==> src/hdl/cps_pkg.sv <==
`timescale 1ns / 1ps

package cps_pkg;

	localparam logic [1:0] CMD_CLEAR  = 2'd0;
	localparam logic [1:0] CMD_APPEND = 2'd1;
	localparam logic [1:0] CMD_TEXT   = 2'd2;

	localparam logic [1:0] ST_FOUND     = 2'd0;
	localparam logic [1:0] ST_NOT_FOUND = 2'd1;
	localparam logic [1:0] ST_OVERFLOW  = 2'd2;

	typedef struct packed {
		logic [1:0]         command;
		logic signed [31:0] value;
		logic               last;
	} in_word_t;

	typedef struct packed {
		logic [1:0]  status;
		logic [15:0] position;
	} out_word_t;

	// per-cycle control broadcast to every cell
	typedef struct packed {
		logic clear;
		logic load;
		logic shift;
	} cell_ctl_t;

endpackage

==> src/hdl/contiguous_pattern_search.sv <==
`timescale 1ns / 1ps

// Streaming exact-match search of a loaded word pattern in a word text. Every
// word (clear, pattern append, text) is accepted as it arrives and a result, when
// there is one, appears in the output register on the next cycle; the block
// sustains one word per cycle as long as results are taken. The pattern sits
// in a chain of PATTERN_MAX cells that also holds the text window, so each
// text word is compared against the whole pattern in the cycle it arrives.
// Only the output register limits throughput: a pending result that is not
// taken holds off the input.
module contiguous_pattern_search #(
	parameter int              PATTERN_MAX = 16,
	parameter longint unsigned TEXT_MAX    = 65536
) (
	input  logic                clk,
	input  logic                arst_n,
	input  logic                in_valid,
	output logic                in_ready,
	input  cps_pkg::in_word_t   in_word,
	output logic                out_valid,
	input  logic                out_ready,
	output cps_pkg::out_word_t  out_word
);

	localparam int CW = $clog2(TEXT_MAX + 1);
	localparam int LW = $clog2(PATTERN_MAX + 1);
	localparam int SW = ((CW > LW) ? CW : LW) + 1;

	logic               accept;
	logic               is_clear, is_append, is_text;
	logic               full;
	cps_pkg::cell_ctl_t ctl;

	logic [31:0]          pat [PATTERN_MAX];
	logic                 act [PATTERN_MAX];
	logic [31:0]          win [PATTERN_MAX];
	logic [PATTERN_MAX-1:0] hit;

	logic [LW-1:0] len_q;
	logic [CW-1:0] cnt_q;
	logic          reported_q;

	logic          in_range;
	logic [SW-1:0] idx_ext, len_ext, start;
	logic          found;
	logic          not_found;
	logic          overflow;

	logic               out_valid_q;
	cps_pkg::out_word_t out_q;

	assign in_ready  = !out_valid_q || out_ready;
	assign accept    = in_valid && in_ready;
	assign is_clear  = accept && (in_word.command == cps_pkg::CMD_CLEAR);
	assign is_append = accept && (in_word.command == cps_pkg::CMD_APPEND);
	assign is_text   = accept && (in_word.command == cps_pkg::CMD_TEXT);

	assign full = act[PATTERN_MAX-1];

	assign ctl.clear = is_clear;
	assign ctl.load  = is_append && !full;
	assign ctl.shift = is_text;

	genvar k;
	generate
		for (k = 0; k < PATTERN_MAX; k++) begin : g_cell
			cps_cell u_cell (
				.clk    (clk),
				.arst_n (arst_n),
				.ctl    (ctl),
				.pat_in ((k == 0) ? 32'(in_word.value) : pat[(k == 0) ? 0 : k - 1]),
				.act_in ((k == 0) ? 1'b1 : act[(k == 0) ? 0 : k - 1]),
				.win_in ((k == 0) ? 32'(in_word.value) : win[(k == 0) ? 0 : k - 1]),
				.pat_q  (pat[k]),
				.act_q  (act[k]),
				.win_q  (win[k]),
				.hit    (hit[k])
			);
		end
	endgenerate

	assign in_range = cnt_q < CW'(TEXT_MAX);
	assign idx_ext  = SW'(cnt_q);
	assign len_ext  = SW'(len_q);
	assign start    = idx_ext + SW'(1) - len_ext;

	always_comb begin
		found = 1'b0;
		if (is_text && !reported_q && in_range) begin
			if (len_q == '0) begin
				found = 1'b1;
			end else if ((idx_ext + SW'(1)) >= len_ext) begin
				found = (&hit) && ((start >> 16) == '0);
			end
		end
	end

	assign not_found = is_text && in_word.last && !reported_q && !found;
	assign overflow  = is_append && full;

	always_ff @(posedge clk or negedge arst_n) begin
		if (!arst_n) begin
			len_q      <= '0;
			cnt_q      <= '0;
			reported_q <= 1'b0;
		end else begin
			if (is_clear) begin
				len_q <= '0;
			end else if (is_append && !full) begin
				len_q <= len_q + LW'(1);
			end
			// clear and append both restart the text stream, as does its last word
			if (is_clear || is_append || (is_text && in_word.last)) begin
				cnt_q      <= '0;
				reported_q <= 1'b0;
			end else if (is_text) begin
				if (in_range) begin
					cnt_q <= cnt_q + CW'(1);
				end
				if (found) begin
					reported_q <= 1'b1;
				end
			end
		end
	end

	always_ff @(posedge clk or negedge arst_n) begin
		if (!arst_n) begin
			out_valid_q <= 1'b0;
		end else if (found || not_found || overflow) begin
			out_valid_q <= 1'b1;
		end else if (out_ready) begin
			out_valid_q <= 1'b0;
		end
	end

	always_ff @(posedge clk) begin
		if (found) begin
			out_q.status   <= cps_pkg::ST_FOUND;
			out_q.position <= (len_q == '0) ? 16'd0 : 16'(start);
		end else if (not_found) begin
			out_q.status   <= cps_pkg::ST_NOT_FOUND;
			out_q.position <= 16'd0;
		end else if (overflow) begin
			out_q.status   <= cps_pkg::ST_OVERFLOW;
			out_q.position <= 16'd0;
		end
	end

	assign out_valid = out_valid_q;
	assign out_word  = out_q;

endmodule

==> src/hdl/cps_cell.sv <==
`timescale 1ns / 1ps

// One position of the search chain: a pattern word, its active flag and one
// window word. Pattern and window both move one cell up on their own commands.
module cps_cell (
	input  logic                clk,
	input  logic                arst_n,
	input  cps_pkg::cell_ctl_t  ctl,
	input  logic [31:0]         pat_in,
	input  logic                act_in,
	input  logic [31:0]         win_in,
	output logic [31:0]         pat_q,
	output logic                act_q,
	output logic [31:0]         win_q,
	output logic                hit
);

	always_ff @(posedge clk or negedge arst_n) begin
		if (!arst_n) begin
			act_q <= 1'b0;
		end else if (ctl.clear) begin
			act_q <= 1'b0;
		end else if (ctl.load) begin
			act_q <= act_in;
		end
	end

	always_ff @(posedge clk) begin
		if (ctl.load) begin
			pat_q <= pat_in;
		end
		if (ctl.shift) begin
			win_q <= win_in;
		end
	end

	// compares against the word entering this position on the current shift
	assign hit = !act_q || (win_in == pat_q);

endmodule

==> config.mk <==
export PLATFORM = sky130hd
export DESIGN_NAME = contiguous_pattern_search
export DESIGN_NICKNAME = d
export VERILOG_FILES = /design/src/hdl/cps_pkg.sv /design/src/hdl/contiguous_pattern_search.sv /design/src/hdl/cps_cell.sv
export SDC_FILE = /design/constraint.sdc
export NUM_CORES = 1
export LEC_CHECK = 0
export ABC_AREA = 1
export BUFFER_PORTS_ARGS = -buffer_cell sky130_fd_sc_hd__buf_2
export CORE_MARGIN = 2
export CORE_UTILIZATION = 65
export DETAILED_ROUTE_END_ITERATION = 16
export PLACE_DENSITY = 0.82
export SLEW_MARGIN = 5
export SYNTH_ARGS = -nofsm -noshare
export SYNTH_HDL_FRONTEND = slang
export SYNTH_SLANG_ARGS = --single-unit
==> constraint.sdc <==
create_clock -name clk -period 68.7 [get_ports clk]
set_clock_uncertainty 0.2 [all_clocks]
set_input_delay 13.74 -clock clk [delete_from_list [all_inputs] [get_ports clk]]
set_output_delay 13.74 -clock clk [all_outputs]
set_load 0.01 [all_outputs]
## After elaboration in Yosys (flattened, before gate mapping)

Cells that the tools add are included.

| word-level totals | value |
|---|---|
| bits in registers | 1050 |
| logic and storage cells | 193 |

| operators by class | value |
|---|---|
| $lt $le $gt $ge | 2 |
| muxes and demuxes | 49 |
| eq/ne operators | 18 |
| reductions and logical operators | 66 |
| add/sub/neg operators | 4 |

Operators by type and width:

| kind | count |
|---|---|
| 32-bit == test | 16 |
| 17-bit 2-to-1 mux | 5 |
| 1-bit 2-to-1 mux | 40 |
| 16-bit 2-to-1 mux | 2 |
| 1-bit logical OR | 21 |
| 1-bit zero test | 19 |
| 17-bit by 1-bit adder with 18-bit output, second input constant | 1 |
| 18-bit by 5-bit greater-or-equal comparator with 1-bit output | 1 |
| 18-bit zero test | 1 |
| 18-bit by 5-bit subtractor with 18-bit output | 1 |
| 17-bit by 1-bit adder with 17-bit output, second input constant | 1 |
| 17-bit less-than comparator, second input constant | 1 |
| 16-bit AND reduction | 1 |
| 1-bit logical AND | 12 |
| 2-bit nonzero test | 6 |
| 5-bit 2-to-1 mux | 2 |
| 5-bit by 1-bit adder with 5-bit output, second input constant | 1 |
| 5-bit zero test | 1 |
| 2-bit AND reduction | 2 |
| 3-bit nonzero test | 1 |
| 2-bit by 1-bit == test with 1-bit output, second input constant | 1 |
| 2-bit == test, second input constant | 1 |
| 2-bit zero test | 1 |
| 2-bit OR reduction | 1 |

## Longest topological paths before layout

| logic depth | value |
|---|---|
| word-level depth | 12 |
| depth in mapped cells | 20 |
| mapped depth without buffers | 20 |

## By module

A second synthesis with hierarchy kept.

| unflattened totals | value |
|---|---|
| cell total of the unflattened synthesis | 3035 |
| area, all modules | 41912.7 µm² |

Modules (own cells, without submodules):

| module | cells an instance | area each (µm²) | instances | seq. area each (µm²) |
|---|---|---|---|---|
| cps_cell | 168 | 2452.4 | 16 | 1946.9 |
| contiguous_pattern_search | 347 | 2675.1 | 1 | 1121.1 |

## Least setup slack after synthesis

No wires, ideal clock.

| timing | value |
|---|---|
| path type | input to register |
| from | input port out_ready |
| to | register out_q (netlist bit out_word[0]), enable pin |
| buffers on the path | 0 |
| stages on the path | 8 |
| data required time | 68.104 ns |
| data arrival time | 38.756 ns |
| library setup time | 0.396 ns |
| slack | 29.349 ns |
| cells stage by stage | inv_1 > nand2_1 > nand2_1 > nor2_1 > inv_1 > nor2_1 > nand3_1 > nand3_1 |

RTL lines:

| what | RTL line | text |
|---|---|---|
| start: declaration | contiguous_pattern_search.sv:21 | `input logic out_ready,` |
| end: declaration | contiguous_pattern_search.sv:50 | `cps_pkg::out_word_t out_q;` |

## Worst setup path after layout

| timing | value |
|---|---|
| from | input port out_ready |
| to | output port in_ready |

| on the way | value |
|---|---|
| longest elaborated chain between the ends | 1 |

RTL lines:

| what | RTL line | text |
|---|---|---|
| 1-bit logical OR | contiguous_pattern_search.sv:52 | `assign in_ready = !out_valid_q \|\| out_ready;` |
| end: declaration | contiguous_pattern_search.sv:18 | `output logic in_ready,` |

No other way between the ends.

==> results by group <==
CTS
  • Post-cts sizing count: 0
  • TritonCTS buffer count: 96
  • Worst-Skew Late Latency: 0.63 ns
  • H-tree levels: 3
  • Setup bufs post-CTS: 0
  • # hold bufs at CTS: 0
  • Max Buffers Root-to-Sink: 3
  • Clock slew at reported path FFs: 0.07 ns
  • Root Driver: clkbuf_16
  • Clock sink count: 1050
  • CTS tree: yes

Detailed routing
  • Uppermost layer routed: met4
  • Pre-antenna DRT Iters: 5
  • DR vias: 18409
  • Antenna viol nets, final: 0
  • Routed length per instance: 16.5 um
  • Detailed-routed wire length on met3: 2460 um
  • Via density per instance: 5.23
  • Routed wl met2: 31400 um
  • Iteration-0 DRC Markers: 1169
  • Wl on met1: 22400 um
  • Final wirelength: 58000 um
  • DRC viols: 0

Flow run
  • Max-cap violation count: 0

STA
  • RSZ-0062 raised after global routing: no
  • Max Clock Freq: 35.6 MHz
  • Endpoints failing hold: 0
  • # setup viols final: 0
  • Minimum clock period: 28.10 ns
  • Final TNS setup: 0 ns
  • Slew at the pin closest to its max-slew limit: 1.18 ns
  • Final-report max-slew violation count: 0
  • Post-route clock period utilization: 40.9%
  • Max transition margin: 21.6%

Pwr
  • Sw Ratio: 22.0%
  • Leak pwr: 0.0147 uW
  • Combinational fraction of design power: 8.3%
  • VDD IR max: 0.0000253 V
  • Power Internal: 1120 uW
  • Sequential share of power: 53.0%
  • Switch Pwr: 317 uW
  • Clock power frac: 38.7%
  • P per Cell Area: 32.4 nW/um2

Synthesis
  • Post-synth ARST share: 3.81%
  • FF+latch count, synth: 1050
  • Yosys warning total: 0
  • Syn_area_per_cell: 15.9 um2
  • Mapped cell area: 39700 um2
  • Syn nets: 2550
  • Top_reg_cell synth: edfxtp_1
  • Synth Instances: 2502
  • Fraction of the yosys area taken by sequential cells: 78.9%
  • Post-synth EDFFs: 1008
  • Post-synth cell types: 32

Worst setup path
  • WP data required: 54.76 ns
  • Crit Path Max Fanout: 4
  • R2R setup slack: 63.72 ns
  • WS Path Type: input pin to output pin
  • Critical path startpoint category: input pin
  • Arr. time, crit path: 14.16 ns
  • Kind of end point of the critical path: output pin

Outcome
  • Outcome: finished clean

Floorplanning
  • DIE WIDTH: 251 um
  • Die height: 251 um
  • Core area: 60400 um2
  • Die area: 63100 um2
  • Initial Utilization: 65.8%
  • Core Rows: 90
  • Top Ports: 59

Final layout
  • Commonest non-fill, non-tap cells in the layout: edfxtp_1 (1008), nand2_1 (503), xnor2_1 (496), nor2_1 (204), inv_1 (101)
  • Fin util: 73.5%
  • Area Growth Syn to Fin: 11.8%
  • # diodes: 0
  • Commonest non-fill, non-tap cell in the layout: edfxtp_1
  • Non-Filler Instances: 3521
  • Nets: 2708
  • Share of cells above drive strength 1: 9.02%

Global routing
  • Pin count of the biggest net entering global routing: 197
  • Tot GR Track Use: 19.0%
  • First-pass GRT wire length: 94700 um
  • GR Overflow Total: 0
  • Antenna violations before repair: 0
  • Number of global-route vias before repair: 19421

Placement
  • Port bufs: 58
  • Routability cong.: 0.818
  • Placed cells: 3344
  • Post-DP HPWL: 36100 um

Hold path
  • HP Class: register to register
## layout make-up
cell class	count	area [um2]
Sequential cell	1050	31300
Fill cell	3315	16000
Multi-Input combinational cell	1343	7970
Clock buffer	109	2500
Tap cell	782	978
Clock inverter	68	862
Inverter	102	390
Timing Repair Buffer	67	370
## worst paths after layout
path,start,cells after the start,end
min in group asynchronous,arst_n,1,out_valid$_DFFE_PN0P_
min,g_cell[10].u_cell.win_q[31]$_DFFE_PP_,0,g_cell[11].u_cell.win_q[31]$_DFFE_PP_
min reg2reg,g_cell[10].u_cell.win_q[31]$_DFFE_PP_,0,g_cell[11].u_cell.win_q[31]$_DFFE_PP_
max reg2reg,out_valid$_DFFE_PN0P_,8,g_cell[0].u_cell.win_q[19]$_DFFE_PP_
max,out_ready,4,in_ready
max in group asynchronous,arst_n,1,cnt_q[1]$_DFFE_PN0P_
## metal layers
metal	up-vias	global-route usage, %
li1	8995	-
met1	8876	22.9
met2	417	34.1
met3	121	3.42
met4	0	7.79
met5	-	0
## Yosys cell counts, types with 8 or more instances
master	count	area, um2
nor2_1	205	769
xnor2_1	496	4340
nand3_1	23	115
nand4_1	8	50.1
nor2_2	12	75.1
dfrtp_1	40	1000
edfxtp_1	1008	30300
nand2_1	503	1890
inv_1	102	383
xor2_1	13	114
o22ai_1	29	181
ha_1	8	100
o21ai_0	12	60.1
## power groups by stage
| stage | Sequential, uW | Combinational, uW | Clock, uW |
|---|---|---|---|
| detailed placement | 775 | 118 | 0 |
| global route | 765 | 134 | 589 |
| global placement | 772 | 112 | 0 |
| CTS | 762 | 119 | 565 |
| floorplan | 790 | 88.4 | 0 |
| finish | 762 | 120 | 557 |
## state kept, by name (all words and copies together), names as in the netlist
signal / flops
g_cell.u_cell.pat_q: 512
g_cell.u_cell.win_q: 480
out_word: 18
cnt_q: 17
g_cell.u_cell.act_q: 16
len_q: 5
out_valid: 1
reported_q: 1
## kinds of logic (layout without fill, tap and decap cells)
kind of cell / count (synthesis) / in the layout / synth area share [%]
flops: 1050 / 1050 / 78.9
fa+ha+maj: 9 / 9 / 0.303
compound gates: 53 / 53 / 0.801
simple gates: 772 / 772 / 7.73
xor+xnor: 509 / 509 / 11.2
buf+inv: 109 / 346 / 1.05
## worst max-delay path, cell delays in order
cell and delay, ns:
buf_2 0.09, inv_1 0.05, nand2_1 0.11, buf_2 0.16
## metrics by stage
step / cell area (um2) / hold slack (ns) / worst slack (ns) / power (uW)
after floorplan: 39700 / 0.249 / 29.35 / 878
after global placement: 41000 / 0.252 / 40.63 / 883
after detailed placement: 41000 / 0.256 / 40.61 / 893
after CTS: 44400 / 0.257 / 40.61 / 1450
after global routing: 44400 / 0.273 / 40.56 / 1490
final: 44400 / 0.264 / 40.60 / 1440
Power figures use the tool's default switching activity.
